### config.mk
export PLATFORM = sky130hd
export DESIGN_NAME = double_ended_queue_top
export DESIGN_NICKNAME = d
export VERILOG_FILES = /design/src/rtl/deq_pkg.sv /design/src/rtl/double_ended_queue_top.sv /design/src/rtl/deq_ram.sv /design/src/rtl/deq_ctrl.sv /design/src/rtl/deq_dpath.sv
export SDC_FILE = /design/constraint.sdc
export NUM_CORES = 1
export LEC_CHECK = 0
export BUFFER_PORTS_ARGS = -buffer_cell sky130_fd_sc_hd__buf_2
export CORE_UTILIZATION = 50
export DETAILED_ROUTE_END_ITERATION = 8
export PLACE_DENSITY = 0.66
export SYNTH_ARGS = -nofsm -noshare
export SYNTH_HDL_FRONTEND = slang
export SYNTH_SLANG_ARGS = --single-unit
### constraint.sdc
create_clock -name clk -period 4.6 [get_ports clk]
set_input_delay 0.46 -clock clk [delete_from_list [all_inputs] [get_ports clk]]
set_output_delay 0.46 -clock clk [all_outputs]
set_load 0.01 [all_outputs]
### src/rtl/deq_pkg.sv
// Shared definitions for the double-ended queue: operation codes, result
// status codes and the command/status bundles between controller and datapath.
// No dependencies.
`default_nettype none

package deq_pkg;

	// Default number of entries held by the ring buffer
	localparam int CAPACITY_DEF = 16;

	// Field widths fixed by the stream format
	localparam int MODE_W   = 3;
	localparam int VALUE_W  = 32;
	localparam int STATUS_W = 2;
	localparam int OCC_W    = 5;

	// Operation codes carried on s_tuser
	localparam logic [MODE_W-1:0] MODE_PUSH_FRONT = 3'd0;
	localparam logic [MODE_W-1:0] MODE_PUSH_BACK  = 3'd1;
	localparam logic [MODE_W-1:0] MODE_POP_FRONT  = 3'd2;
	localparam logic [MODE_W-1:0] MODE_POP_BACK   = 3'd3;
	localparam logic [MODE_W-1:0] MODE_LIST       = 3'd4;

	// Result status codes carried on m_tuser
	localparam logic [STATUS_W-1:0] STAT_OK    = 2'd0;
	localparam logic [STATUS_W-1:0] STAT_EMPTY = 2'd1;
	localparam logic [STATUS_W-1:0] STAT_FULL  = 2'd2;

	// Controller to datapath
	typedef struct packed {
		logic              start;     // input transaction taken this cycle
		logic [MODE_W-1:0] mode;      // operation of that transaction
		logic              emit_ram;  // load result register from read data
		logic              next_rd;   // fetch the next listed entry
	} deq_cmd_t;

	// Datapath to controller
	typedef struct packed {
		logic empty;     // no entries held
		logic out_free;  // result register can take a new result
		logic more;      // listing has entries left after the current one
	} deq_stat_t;

endpackage

`default_nettype wire

### src/rtl/double_ended_queue_top.sv
// Double-ended queue of signed 32-bit values held in a ring buffer.
// Top level: joins the controller and the datapath. Depends on deq_pkg,
// deq_ctrl, deq_dpath and deq_ram.
//
// Usage:
//   Slave channel: s_tuser carries the operation (push front, push back,
//   pop front, pop back, list), s_tdata the value to push.
//   Master channel: one result per push or pop, one per held entry for a
//   listing (front first, tlast on the final one), or a single empty result
//   for a listing of an empty deque. Unused operation codes give no result.
//   m_tuser holds the status (ok, empty, full); data is zero unless ok.
// Timing and throughput:
//   A push or a failed pop answers in the cycle after acceptance, and the
//   next transaction may follow once the result register is free. A
//   successful pop first waits on the registered memory read. A listing
//   streams one entry a cycle from the memory read port while the output
//   is not stalled, and no new transaction is taken until it is done.
// Reset: arst_n empties the deque at once; entry memory is not cleared.
// Stall: a stalled result holds in the output register; s_tready drops
//   until it can be replaced, so nothing is lost.
`default_nettype none

module double_ended_queue_top #(
	parameter int CAPACITY = deq_pkg::CAPACITY_DEF
) (
	input  wire logic        clk,
	input  wire logic        arst_n,
	input  wire logic        s_tvalid,
	output logic             s_tready,
	input  wire logic [31:0] s_tdata,   // [31:0] value
	input  wire logic [2:0]  s_tuser,   // [2:0] mode
	output logic             m_tvalid,
	input  wire logic        m_tready,
	output logic [39:0]      m_tdata,   // [31:0] data, [36:32] occupancy, [39:37] zero
	output logic [1:0]       m_tuser,   // [1:0] status
	output logic             m_tlast
);

	deq_pkg::deq_cmd_t  cmd;
	deq_pkg::deq_stat_t stat;
	logic [deq_pkg::VALUE_W-1:0] out_data;
	logic [deq_pkg::OCC_W-1:0]   out_occ;

	deq_ctrl u_ctrl (
		.clk     (clk),
		.arst_n  (arst_n),
		.s_tvalid(s_tvalid),
		.s_tready(s_tready),
		.mode    (s_tuser),
		.stat    (stat),
		.cmd     (cmd)
	);

	deq_dpath #(
		.CAPACITY(CAPACITY)
	) u_dpath (
		.clk       (clk),
		.arst_n    (arst_n),
		.value     (s_tdata),
		.cmd       (cmd),
		.stat      (stat),
		.out_ready (m_tready),
		.out_valid (m_tvalid),
		.out_data  (out_data),
		.out_status(m_tuser),
		.out_last  (m_tlast),
		.out_occ   (out_occ)
	);

	// Pack the result fields, padded to whole bytes
	assign m_tdata = {3'b000, out_occ, out_data};

endmodule

`default_nettype wire

### src/rtl/deq_ram.sv
// Generic single-write, single-read RAM with registered read data.
// No dependencies.
`default_nettype none

module deq_ram #(
	parameter int WIDTH = 32,
	parameter int DEPTH = 16
) (
	input  wire logic                     clk,
	input  wire logic                     we,
	input  wire logic [$clog2(DEPTH)-1:0] waddr,
	input  wire logic [WIDTH-1:0]         wdata,
	input  wire logic                     re,
	input  wire logic [$clog2(DEPTH)-1:0] raddr,
	output logic      [WIDTH-1:0]         rdata
);

	logic [WIDTH-1:0] mem_q [DEPTH];

	// Write port
	always_ff @(posedge clk) begin
		if (we) begin
			mem_q[waddr] <= wdata;
		end
	end

	// Registered read port, holds its data when not enabled
	always_ff @(posedge clk) begin
		if (re) begin
			rdata <= mem_q[raddr];
		end
	end

endmodule

`default_nettype wire

### src/rtl/deq_ctrl.sv
// Controller for the double-ended queue: accepts transactions and sequences
// the memory read cycles of pops and listings.
// Depends on deq_pkg.
`default_nettype none

module deq_ctrl (
	input  wire logic                         clk,
	input  wire logic                         arst_n,
	input  wire logic                         s_tvalid,
	output logic                              s_tready,
	input  wire logic [deq_pkg::MODE_W-1:0]   mode,
	input  wire deq_pkg::deq_stat_t           stat,
	output deq_pkg::deq_cmd_t                 cmd
);

	localparam logic [0:0] S_IDLE = 1'b0;
	localparam logic [0:0] S_READ = 1'b1;

	logic [0:0] state_q;
	logic [0:0] state_d;
	logic       accept;
	logic       reads_ram;

	// Pops and listings of a non-empty deque go through the memory read
	assign reads_ram = !stat.empty &&
		(mode == deq_pkg::MODE_POP_FRONT || mode == deq_pkg::MODE_POP_BACK ||
		 mode == deq_pkg::MODE_LIST);

	assign s_tready = (state_q == S_IDLE) && stat.out_free;
	assign accept   = s_tvalid && s_tready;

	// Issue commands and pick the next state
	always_comb begin
		cmd          = '0;
		cmd.start    = accept;
		cmd.mode     = mode;
		state_d      = state_q;
		case (state_q)
			S_IDLE: begin
				if (accept && reads_ram) begin
					state_d = S_READ;
				end
			end
			S_READ: begin
				if (stat.out_free) begin
					cmd.emit_ram = 1'b1;
					cmd.next_rd  = stat.more;
					if (!stat.more) begin
						state_d = S_IDLE;
					end
				end
			end
			default: begin
				state_d = S_IDLE;
			end
		endcase
	end

	// Hold the state
	always_ff @(posedge clk or negedge arst_n) begin
		if (!arst_n) begin
			state_q <= S_IDLE;
		end else begin
			state_q <= state_d;
		end
	end

`ifndef SYNTH
	// A result taken from memory always follows a read-path transaction
	a_emit_in_read: assert property (@(posedge clk) disable iff (!arst_n)
		$rose(state_q == S_READ) |-> $past(accept))
		else $error("read state entered without a transaction");
`endif

endmodule

`default_nettype wire

### src/rtl/deq_dpath.sv
// Datapath of the double-ended queue: ring pointers, entry count, entry
// memory and the result register.
// Depends on deq_pkg and deq_ram.
`default_nettype none

module deq_dpath #(
	parameter int CAPACITY = deq_pkg::CAPACITY_DEF
) (
	input  wire logic                           clk,
	input  wire logic                           arst_n,
	input  wire logic [deq_pkg::VALUE_W-1:0]    value,
	input  wire deq_pkg::deq_cmd_t              cmd,
	output deq_pkg::deq_stat_t                  stat,
	input  wire logic                           out_ready,
	output logic                                out_valid,
	output logic [deq_pkg::VALUE_W-1:0]         out_data,
	output logic [deq_pkg::STATUS_W-1:0]        out_status,
	output logic                                out_last,
	output logic [deq_pkg::OCC_W-1:0]           out_occ
);

	localparam int AW = $clog2(CAPACITY);
	localparam int CW = $clog2(CAPACITY + 1);

	logic [AW-1:0] front_q;
	logic [AW-1:0] rptr_q;
	logic [CW-1:0] count_q;
	logic [CW-1:0] lcnt_q;
	logic          list_q;
	logic          valid_q;
	logic [deq_pkg::VALUE_W-1:0]  data_q;
	logic [deq_pkg::STATUS_W-1:0] status_q;
	logic          last_q;
	logic [deq_pkg::OCC_W-1:0]    occ_q;

	logic          full;
	logic          empty;
	logic          is_push;
	logic          is_pop;
	logic          is_list;
	logic          push_ok;
	logic          pop_ok;
	logic          list_ok;
	logic [AW-1:0] front_dec;
	logic [AW-1:0] front_inc;
	logic [AW-1:0] back_wr;
	logic [AW-1:0] back_rd;
	logic [AW-1:0] rptr_inc;
	logic          ram_we;
	logic [AW-1:0] ram_waddr;
	logic          ram_re;
	logic [AW-1:0] ram_raddr;
	logic [deq_pkg::VALUE_W-1:0]  ram_rdata;
	logic          out_load;
	logic [deq_pkg::VALUE_W-1:0]  load_data;
	logic [deq_pkg::STATUS_W-1:0] load_status;
	logic          load_last;
	logic [CW-1:0] count_next;

	// Position base + off on the ring; for off up to the capacity the sum stays below twice the capacity
	function automatic logic [AW-1:0] ring(input logic [AW-1:0] base,
		input logic [CW-1:0] off);
		logic [CW:0] sum;
		sum = (CW+1)'(base) + (CW+1)'(off);
		if (sum >= (CW+1)'(CAPACITY)) begin
			sum = sum - (CW+1)'(CAPACITY);
		end
		return AW'(sum);
	endfunction

	assign full  = (count_q == CW'(CAPACITY));
	assign empty = (count_q == '0);

	// Decode the operation of the incoming transaction
	assign is_push = (cmd.mode == deq_pkg::MODE_PUSH_FRONT) ||
		(cmd.mode == deq_pkg::MODE_PUSH_BACK);
	assign is_pop  = (cmd.mode == deq_pkg::MODE_POP_FRONT) ||
		(cmd.mode == deq_pkg::MODE_POP_BACK);
	assign is_list = (cmd.mode == deq_pkg::MODE_LIST);
	assign push_ok = cmd.start && is_push && !full;
	assign pop_ok  = cmd.start && is_pop && !empty;
	assign list_ok = cmd.start && is_list && !empty;

	// Ring neighbours of the pointers
	assign front_dec = (front_q == '0) ? AW'(CAPACITY - 1) : front_q - AW'(1);
	assign front_inc = ring(front_q, CW'(1));
	assign back_wr   = ring(front_q, count_q);
	assign back_rd   = ring(front_q, count_q - CW'(1));
	assign rptr_inc  = ring(rptr_q, CW'(1));

	// Memory port selection
	always_comb begin
		ram_we    = push_ok;
		ram_waddr = (cmd.mode == deq_pkg::MODE_PUSH_FRONT) ? front_dec : back_wr;
		ram_re    = pop_ok || list_ok || cmd.next_rd;
		if (cmd.next_rd) begin
			ram_raddr = rptr_q;
		end else if (cmd.mode == deq_pkg::MODE_POP_BACK) begin
			ram_raddr = back_rd;
		end else begin
			ram_raddr = front_q;
		end
	end

	deq_ram #(
		.WIDTH(deq_pkg::VALUE_W),
		.DEPTH(CAPACITY)
	) u_ram (
		.clk  (clk),
		.we   (ram_we),
		.waddr(ram_waddr),
		.wdata(value),
		.re   (ram_re),
		.raddr(ram_raddr),
		.rdata(ram_rdata)
	);

	// Result to load: immediate status, or an entry read from memory
	always_comb begin
		out_load    = 1'b0;
		load_data   = '0;
		load_status = deq_pkg::STAT_OK;
		load_last   = 1'b1;
		if (cmd.emit_ram) begin
			out_load  = 1'b1;
			load_data = ram_rdata;
			load_last = !stat.more;
		end else if (cmd.start && is_push) begin
			out_load    = 1'b1;
			load_status = full ? deq_pkg::STAT_FULL : deq_pkg::STAT_OK;
		end else if (cmd.start && (is_pop || is_list) && empty) begin
			out_load    = 1'b1;
			load_status = deq_pkg::STAT_EMPTY;
		end
	end

	always_comb begin
		count_next = count_q;
		if (push_ok) begin
			count_next = count_q + CW'(1);
		end else if (pop_ok) begin
			count_next = count_q - CW'(1);
		end
	end

	// Advance pointers, count and listing cursor
	always_ff @(posedge clk or negedge arst_n) begin
		if (!arst_n) begin
			front_q <= '0;
			count_q <= '0;
			rptr_q  <= '0;
			lcnt_q  <= '0;
			list_q  <= 1'b0;
		end else begin
			count_q <= count_next;
			if (push_ok && cmd.mode == deq_pkg::MODE_PUSH_FRONT) begin
				front_q <= front_dec;
			end else if (pop_ok && cmd.mode == deq_pkg::MODE_POP_FRONT) begin
				front_q <= front_inc;
			end
			if (cmd.start) begin
				list_q <= list_ok;
				rptr_q <= front_inc;
				lcnt_q <= '0;
			end else if (cmd.next_rd) begin
				rptr_q <= rptr_inc;
				lcnt_q <= lcnt_q + CW'(1);
			end
		end
	end

	// Result register valid: set on load, drop when the transaction completes
	always_ff @(posedge clk or negedge arst_n) begin
		if (!arst_n) begin
			valid_q <= 1'b0;
		end else if (out_load) begin
			valid_q <= 1'b1;
		end else if (out_ready) begin
			valid_q <= 1'b0;
		end
	end

	// Result payload; occupancy is taken after the operation
	always_ff @(posedge clk) begin
		if (out_load) begin
			data_q   <= load_data;
			status_q <= load_status;
			last_q   <= load_last;
			occ_q    <= deq_pkg::OCC_W'(count_next);
		end
	end

	assign stat = '{
		empty:    empty,
		out_free: !valid_q || out_ready,
		more:     list_q && (lcnt_q + CW'(1) != count_q)
	};

	assign out_valid  = valid_q;
	assign out_data   = data_q;
	assign out_status = status_q;
	assign out_last   = last_q;
	assign out_occ    = occ_q;

`ifndef SYNTH
	a_count_range: assert property (@(posedge clk) disable iff (!arst_n)
		count_q <= CW'(CAPACITY))
		else $error("entry count above capacity");
	a_ptr_range: assert property (@(posedge clk) disable iff (!arst_n)
		(CW'(front_q) < CW'(CAPACITY)) && (CW'(rptr_q) < CW'(CAPACITY)))
		else $error("ring pointer out of range");
	a_no_overwrite: assert property (@(posedge clk) disable iff (!arst_n)
		(out_load && valid_q) |-> out_ready)
		else $error("pending result overwritten");
	a_push_count: assert property (@(posedge clk) disable iff (!arst_n)
		push_ok |=> count_q == $past(count_q) + CW'(1))
		else $error("push did not grow the count");
`endif

endmodule

`default_nettype wire
==> results of run 1 <==
repair_timing:
item,CTS,global route
endpoints found under the hold margin,21,0
endpoints found under the setup margin,0,0
buffers inserted,0,0
hold buffers,1,0
through the flow:
| stage | setup slack, ns | hold slack, ns | cells |
|---|---|---|---|
| detailed placement | 0.749 | 0.456 | 2343 |
| CTS | 0.669 | 0.168 | 2453 |
| global placement | 0.778 | 0.452 | 2343 |
| global route | 0.447 | 0.217 | 2453 |
| floorplan | 0.502 | 0.164 | 1716 |
| finish | 0.643 | 0.204 | 2454 |
critical path, cell delays in order, from the launching register on:
cell and delay (ns):
dfrtp_1 0.55, inv_1 0.13, ha_1 0.36, inv_1 0.08, ha_1 0.28, a21o_1 0.18, a21oi_1 0.17, xnor2_1 0.08
nor2_1 0.22, xnor2_1 0.21, o21ai_4 0.78, buf_4 0.48, a22oi_1 0.17, nand2_1 0.12
power by group through the flow:
stage               logic, mW  clock network, mW  registers (mW)
floorplan                4.41                  0            7.04
global placement         6.16                  0            7.08
detailed placement       6.29                  0            7.09
CTS                      6.33               4.88            6.98
global route             6.96               5.07            7.01
finish                   6.38               4.82            6.98
cells in the mapped netlist (4+ instances only):
cell	number	area share (%)
a22oi_1	66	2.1
buf_2	79	1.6
buf_4	7	0.22
nand4_1	4	0.10
mux2i_1	5	0.21
or3_1	4	0.10
o21ai_0	18	0.37
a32oi_1	130	4.7
clkbuf_1	23	0.36
edfxtp_1	584	73
buf_6	10	0.47
and2_1	4	0.10
and3_1	34	0.88
nand2_1	444	6.9
dfrtp_1	21	2.2
a21oi_1	140	2.9
nor3_1	5	0.10
inv_1	8	0.12
ha_1	13	0.67
nand3_1	9	0.19
nor2_1	36	0.56
xnor2_1	14	0.51
nand2b_1	5	0.13
xor2_1	9	0.33
state kept, by name (all words and copies together), names as in the netlist:
signal               flops
u_dpath.u_ram.rdata     32
u_dpath.front_q          4
u_dpath.list_q           1
u_dpath.out_last         1
u_dpath.out_occ          5
u_dpath.out_data        32
u_ctrl.state_q           1
u_dpath.lcnt_q           5
u_dpath.out_status       2
u_dpath.out_valid        1
u_dpath.count_q          5
u_dpath.rptr_q           4
u_dpath.u_ram.mem_q    512
kinds of logic after synthesis:
kind of cell	share of synthesized area, %
compound gates	10.8
flops	74.8
simple gates	9.46
xor+xnor	0.932
mux	0.409
buf+inv	2.80
fa+ha+maj	0.839
other cells	0.0155
per-layer routing:
layer  vias up  part of all wire, %  global-route usage, %
met4         6                  2.4                   7.80
li1       6641                    -                      -
met1      7468                   44                   32.6
met3        89                  6.0                   3.37
met2       519                   48                   37.4
met5         -                0.070                      0
how the worst max path moves through the flow:
| stage | cells past startpoint | from | endpoint |
|---|---|---|---|
| CTS | 13 | u_dpath.count_q[0] | u_dpath.u_ram.rdata[17] |
| finish | 13 | u_dpath.count_q[0] | u_dpath.u_ram.rdata[17] |
| floorplan | 6 | m_tready | u_dpath.u_ram.rdata[0] |
| detailed placement | 10 | m_tready | u_dpath.u_ram.rdata[10] |
| global route | 13 | u_dpath.count_q[0] | u_dpath.u_ram.rdata[17] |
| global placement | 13 | u_dpath.count_q[1] | u_dpath.u_ram.rdata[17] |
final cells by class:
| type | instances | area, um^2 |
|---|---|---|
| Fill cell | 3646 | 20300 |
| Multi-Input combinational cell | 984 | 5650 |
| Inverter | 8 | 30.0 |
| Antenna cell | 1 | 2.50 |
| Timing Repair Buffer | 132 | 993 |
| Clock inverter | 43 | 414 |
| Clock buffer | 66 | 1500 |
| Tap cell | 615 | 769 |
| Sequential cell | 605 | 18100 |
==> results.toml, run 1 <==
[layout]
design_area_um2 = 27400
final_cell_mix = "edfxtp_1 (584), nand2_1 (444), a21oi_1 (140)"
drive_gt1_share_pct = 13.5
utilization_pct = 57.4
area_delta_synth_final_pct = 13.5
fin_nets = 1844
final_common_cell = "edfxtp_1"

[min_path]
holdPathEnd = "u_dpath.count_q[4]"
min_from = "s_tuser[1]"
whs_path_depth = 2
worstHoldPathType = "in2reg"

[worst_setup_path]
arrival_ns = 4.43
critPathKind = "reg2reg"
r2r-end = "u_dpath.u_ram.rdata[17]"
crit_fanout = 17
worstSetupEndpointType = "flip-flop"
worst_r2r_path_depth = 13
r2r-start = "u_dpath.count_q[0]"
start_kind = "flip-flop"
crit_required_ns = 5.07
r2r_slack_ns = 0.64

[sta]
setup_viol = 0
finClkSkew_ns = 0.0168
fin_crit_sh_pct = 86.0
tightest_slew_ns = 0.984
drv_slew = 0
grt_setup_unrepaired = "false"
max_freq_mhz = 253
period_minus_slack_ns = 3.96
setup_tns_ns = 0
relSlewSlack_pct = 34.2
hold_viol = 0

[status]
failed_checks = "DRC"
status = "finished, violations left"

[grt]
grt_usage_pct = 23.2
grt_pass1_wl_um = 85900
grt_antenna_before_repair = 3
overflow = 0
grt_max_degree = 109
grt_pass1_vias = 14400

[drt]
drc_errors = 4
vias = 14700
drt_iter0_markers = 1562
wire_per_inst_um = 23.3
drt-vias-per-instance = 6.00
first_pass_iters = 7
ant_nets = 0
wl_um = 57200

[pwr]
power_frac_comb_pct = 35.1
power_frac_clock_pct = 26.5
p_sw_share_pct = 36.1
p_per_area_nw_per_um2 = 663
pwr-share-seq_pct = 38.4
internal_power_mw = 11.6
power_leakage_nw = 9.28
p_switching_mw = 6.56
ir_drop_mv = 0.580
finalPower_mw = 18.2

[clock_tree]
cts_root_buffer = "clkbuf_16"
cts_resized = 0
clk_path_buf_depth = 3
clk_pin_slew_ns = 0.06
cts.sinks = 605
clk_latency_ns = 0.62
cts_buffers = 59
cts_max_level = 2
cts_tree = "built"

[synth]
async_flop_share_pct = 3.47
synth_cells = 1714
seq_area_frac_synth_pct = 74.8
syn_avg_cell_area_um2 = 14.1
syn_area_um2 = 24200
ys_seq_elements = 605
synth_cell_types = 50
synthFlopType = "edfxtp_1"
yosys_warnings = 0
synth-edff-count = 584

[die]
die_y_um = 222
boundaryPins = 84
core_um2 = 47700
dieArea_um2 = 49200
die_w_um = 222
fp-row-count = 80
initial_core_util_pct = 50.6

[placement]
dp_hpwl_um = 29800
portBuffers = 80
place_area_um2 = 25500
globalplace.congestion = 0.822

[flow_run]
maxCapViolations = 0
No activity file was read; power rests on OpenSTA's default activity.
==> inputs of run 2 (changes only) <==
--- a/config.mk
+++ b/config.mk
@@ -8,7 +8,8 @@
 export BUFFER_PORTS_ARGS = -buffer_cell sky130_fd_sc_hd__buf_2
 export CORE_UTILIZATION = 50
 export DETAILED_ROUTE_END_ITERATION = 8
-export PLACE_DENSITY = 0.66
+export PLACE_DENSITY = 0.67
 export SYNTH_ARGS = -nofsm -noshare
 export SYNTH_HDL_FRONTEND = slang
+export SYNTH_HIERARCHICAL = 1
 export SYNTH_SLANG_ARGS = --single-unit
==> results.toml, run 2 <==
[status]
status = "finished, final reports clean"

[grt]
overflow = 0
grt_pass1_wl_um = 75200
grt_pass1_vias = 11500
grt_usage_pct = 21.9
grt_max_degree = 39
grt_antenna_before_repair = 4

[drt]
drt-vias-per-instance = 5.99
wl_um = 50700
wire_per_inst_um = 26.5
vias = 11500
first_pass_iters = 5
ant_nets = 0
drt_iter0_markers = 1135
drc_errors = 0

[pwr]
ir_drop_mv = 0.512
power_leakage_nw = 8.81
p_per_area_nw_per_um2 = 629

[sta]
max_freq_mhz = 247
final.setup.worst_slack_ns = 0.557
period_minus_slack_ns = 4.04
fin_crit_sh_pct = 87.9
grt_setup_unrepaired = "false"
setup_viol = 0
setup_tns_ns = 0
hold_viol = 0
drv_slew = 0
finClkSkew_ns = 0.0107
tightest_slew_ns = 0.999
relSlewSlack_pct = 33.2

[synth]
synth_cell_types = 63
synth.most_common_cell = "edfxtp_1"
synth-edff-count = 584
async_flop_share_pct = 3.47
ys_seq_elements = 605
yosys-top-cells-count = "edfxtp_1 (584), mux4_2 (128), a22oi_1 (66)"
yosys_warnings = 6
seq_area_frac_synth_pct = 76.6
syn_area_um2 = 23600
yosysTopAreaCellShare_pct = 74.4
synth_top_area_cell = "edfxtp_1"
synth_cells = 1139
synthFlopType = "edfxtp_1"
syn_avg_cell_area_um2 = 20.7
synthTopCellsByArea = "edfxtp_1 (74%), mux4_2 (12%), dfrtp_1 (2.2%)"

[die]
core_um2 = 46600
die_y_um = 219
fp-row-count = 79
boundaryPins = 84
dieArea_um2 = 48000
initial_core_util_pct = 50.6
die_w_um = 219

[clock_tree]
cts_tree = "built"
clk_path_buf_depth = 3
cts_max_level = 2
cts.sinks = 605
cts_root_buffer = "clkbuf_16"
clk_latency_ns = 0.62
cts_buffers = 58
clk_pin_slew_ns = 0.06

[layout]
design_area_um2 = 26900
final_common_cell = "edfxtp_1"
final_cell_mix = "edfxtp_1 (584), mux4_2 (128), buf_2 (80)"
fin_nets = 1311
drive_gt1_share_pct = 28.1
utilization_pct = 57.7
area_delta_synth_final_pct = 14.1
antennaDiodeCount = 0
largest-register = "u_dpath/u_ram/mem_q"
largest_reg_flops = 512

[placement]
portBuffers = 80
dp_hpwl_um = 27000
globalplace.congestion = 0.797
place_area_um2 = 25100
dp_slack_ns = 0.607

[worst_setup_path]
critPathKind = "reg2reg"
start_kind = "flip-flop"
worstSetupEndpointType = "flip-flop"
arrival_ns = 4.52
crit_fanout = 25
crit_required_ns = 5.08

[min_path]
worstHoldPathType = "in2reg"

[flow_run]
maxCapViolations = 0
## run 2: power breakdown
part,internal [mW],leakage (nW),switching [mW]
clock,2.54,0.879,1.96
combinational,2.40,2.39,3.04
sequential,6.76,5.55,0.217
total,11.7,8.81,5.22
## run 2: what timing repair did
action | in CTS | in global routing
buffers inserted | 0 | 0
resized for setup | 0 | 0
hold buffers | 1 | 0
endpoints found under the hold margin | 21 | 0
setup endpoints to repair | 0 | 0
## run 2: critical path, cell delays in order, from the launching register on
cell and delay (ns):
dfrtp_1 0.43, ha_1 0.30, o21ba_2 0.22, a221oi_1 0.29, o2111ai_1 0.18, and2_1 0.20
and3_1 0.20, buf_4 0.22, a22oi_1 0.19, nand3_1 0.25, nor2_4 0.83, buf_4 0.36
a22oi_1 0.12, nand2_1 0.12
## run 2: path summary, 6_finish.rpt
path | end | startpoint | slack, ns | cells past startpoint
setup / recovery | u_dpath/u_ram/rdata[20] | u_dpath/lcnt_q[0] | 0.56 | 13
max in group asynchronous | u_dpath/count_q[1] | arst_n | 3.85 | 2
min in group asynchronous | u_dpath/front_q[2] | arst_n | 0.38 | 2
setup reg to reg | u_dpath/u_ram/rdata[20] | u_dpath/lcnt_q[0] | 0.56 | 13
hold reg to reg | u_dpath/out_data[3] | u_dpath/u_ram/rdata[3] | 0.52 | 1
hold / removal | u_dpath/out_valid | m_tready | 0.19 | 3
## run 2: cells by family after synthesis
logic type               synth area share [%]
AND/OR/NAND/NOR                          3.72
multiplexers                             12.5
adder cells (fa/ha/maj)                 0.860
AO/OA/AOI/OAI                            3.55
other                                  0.0159
buffers and inverters                    1.76
XOR/XNOR                                0.966
flip-flops                               76.6
## run 2: cell type report
cell class,instances,area [um^2]
clock inverter,36,260
inverter,12,50.0
timing repair buffer,126,936
multi-input combinational,454,5270
tap,607,759
sequential,605,18100
fill,3350,19700
clock buffer,71,1540
## run 2: per-layer routing
metal | GRT usage (%) | wire (um) | vias up
met5 | 0 | 34 | -
met4 | 6.97 | 1160 | 4
met1 | 31.7 | 21600 | 6090
met2 | 34.3 | 24500 | 380
li1 | - | - | 4896
met3 | 3.49 | 3350 | 82
## run 2: stage by stage
| step | hold WS (ns) | power (mW) | std cells |
|---|---|---|---|
| 2_1_floorplan | 0.164 | 10.8 | 1141 |
| 3_3_place_gp | 0.468 | 12.5 | 1803 |
| 3_5_place_dp | 0.477 | 12.6 | 1803 |
| 4_1_cts | 0.165 | 17.1 | 1911 |
| 5_1_grt | 0.195 | 17.7 | 1911 |
| 6_report | 0.194 | 16.9 | 1911 |
==> inputs of run 3 (changes only) <==
--- a/config.mk
+++ b/config.mk
@@ -8,6 +8,7 @@
 export BUFFER_PORTS_ARGS = -buffer_cell sky130_fd_sc_hd__buf_2
 export CORE_UTILIZATION = 50
 export DETAILED_ROUTE_END_ITERATION = 8
+export GPL_TIMING_DRIVEN = 0
 export PLACE_DENSITY = 0.67
 export SYNTH_ARGS = -nofsm -noshare
 export SYNTH_HDL_FRONTEND = slang
==> results.toml, run 3 (synthesis gave the netlist of run 2 again) <==
[status]
status = "finished, final reports clean"

[drt]
wl_um = 49900
drc_errors = 0
drt-vias-per-instance = 5.87
ant_nets = 0
first_pass_iters = 7
vias = 11500
drt_iter0_markers = 1172
wire_per_inst_um = 25.5

[die]
die_y_um = 219
boundaryPins = 84
dieArea_um2 = 48000
fp-row-count = 79
die_w_um = 219
initial_core_util_pct = 50.6
core_um2 = 46600

[sta]
relSlewSlack_pct = 31.4
fin_crit_sh_pct = 95.8
hold_viol = 0
finClkSkew_ns = 0.0116
tightest_slew_ns = 1.02
max_freq_mhz = 227
setup_viol = 0
drv_slew = 0
grt_setup_unrepaired = "false"
period_minus_slack_ns = 4.41

[clock_tree]
cts_root_buffer = "clkbuf_16"
cts_buffers = 58
clk_latency_ns = 0.61
cts_tree = "built"
cts_max_level = 2
clk_path_buf_depth = 3
clk_pin_slew_ns = 0.06
postCtsSetupRepairBufs = 0
cts.sinks = 605

[worst_setup_path]
worstSetupEndpointType = "flip-flop"
path_depth = 13
crit_fanout = 10
path_cells = "ha_1 > o21ba_2 > a221oi_1 > o2111ai_1 > and2_1 > and3_1 > clkbuf_2 > o21ai_1 > buf_2 > buf_2 > mux4_2 > a22oi_1 > nand2_1"
arrival_ns = 4.75
crit_slowest_cell = "dfrtp_1"
r2r-start = "u_dpath/lcnt_q[0]"
slowest_delay_ns = 0.45
crit_required_ns = 4.94
path_delay_family = "compound AO/OA/AOI/OAI gates"
crit_path_end = "u_dpath/u_ram/rdata[21]"
r2r_slack_ns = 0.19
cpMostUsedCell = "buf_2"
r2r-end = "u_dpath/u_ram/rdata[21]"
critPathKind = "reg2reg"
worst_r2r_path_depth = 13
start_kind = "flip-flop"
worst-path-buf-inv = 3
cp-startpoint = "u_dpath/lcnt_q[0]"

[min_path]
min_from = "m_tready"
worstHoldPathType = "in2reg"

[pwr]
p_per_area_nw_per_um2 = 630
ir_drop_mv = 0.460
p_sw_share_pct = 31.9
power_leakage_nw = 8.95
internal_power_mw = 11.7
power_frac_comb_pct = 33.3
p_switching_mw = 5.46
power_frac_clock_pct = 26.3
pwr-share-seq_pct = 40.4

[grt]
overflow = 0
grt_antenna_before_repair = 2
grt_pass1_vias = 11800
grt_pass1_wl_um = 74600
grt_usage_pct = 21.7
grt_max_degree = 24

[layout]
drive_gt1_share_pct = 29.3
fillers = 3372
utilization_pct = 58.3
seqCellArea_um2 = 18100
largest-register = "u_dpath/u_ram/mem_q"
multi_input_area_um2 = 5230
antennaDiodeCount = 0
fin_nets = 1361
largest_reg_flops = 512
stdcell_count = 1954
final_cell_mix = "edfxtp_1 (584), mux4_2 (128), buf_2 (94)"
area_delta_synth_final_pct = 15.2
final_common_cell = "edfxtp_1"

[placement]
dp_hpwl_um = 31200
place_inst = 1854
globalplace.congestion = 0.785
portBuffers = 80

[flow_run]
maxCapViolations = 0
[run 3: what timing repair did]
item                                    in CTS  in global routing
hold endpoints to repair                    21                  0
endpoints found under the setup margin      32                 32
hold buffers                                 1                  0
resized for setup                           21                 23
[run 3: layer usage]
metal / vias to the layer above / track usage [%] / part of all wire [%]
met1: 5987 / 30.1 / 42
met4: 2 / 5.97 / 2.2
li1: 4995 / - / -
met2: 401 / 35.0 / 49
met5: - / 0 / 0.022
met3: 79 / 4.50 / 6.8
[run 3: worst min-delay path, stage by stage]
cell and delay, ns:
buf_2 0.10, inv_1 0.06, a221o_1 0.15
[run 3: final cells by class]
type / count / share of cell area (%)
Inverter: 12 / 0.184
Timing Repair Buffer: 107 / 3.26
Sequential cell: 605 / 66.5
Clock buffer: 68 / 5.56
Clock inverter: 32 / 0.926
Multi-Input combinational cell: 454 / 19.3
Tap cell: 607 / 2.80
Buffer: 69 / 1.49
[run 3: metrics by stage]
| stage | hold WS, ns | area (um^2) | setup TNS (ns) | power [mW] | setup slack (ns) |
|---|---|---|---|---|---|
| global route | 0.180 | 27200 | 0 | 17.9 | 0.000971 |
| finish | 0.198 | 27200 | 0 | 17.1 | 0.191 |
| global placement | 0.459 | 24700 | -623.74 | 12.5 | -2.55 |
| CTS | 0.153 | 27100 | 0 | 17.3 | 0.00188 |
| detailed placement | 0.462 | 25300 | -9.01 | 12.7 | -0.389 |
| floorplan | 0.164 | 23600 | 0 | 10.8 | 0.129 |
[run 3: power by group through the flow]
| stage | clock network, mW | logic [mW] | registers (mW) |
|---|---|---|---|
| 5_1_grt | 4.79 | 6.16 | 6.97 |
| 3_3_place_gp | 0 | 5.41 | 7.06 |
| 6_report | 4.50 | 5.70 | 6.92 |
| 3_5_place_dp | 0 | 5.71 | 7.03 |
| 4_1_cts | 4.60 | 5.75 | 6.92 |
| 2_1_floorplan | 0 | 3.67 | 7.09 |
[run 3: worst min path at each step]
stage,end,slack [ns],depth (start not counted)
floorplan,u_ctrl/state_q,0.16,0
global placement,u_dpath/count_q[2],0.46,1
detailed placement,u_dpath/count_q[2],0.46,1
CTS,u_dpath/out_valid,0.15,3
global route,u_dpath/out_valid,0.18,3
finish,u_dpath/out_valid,0.20,3
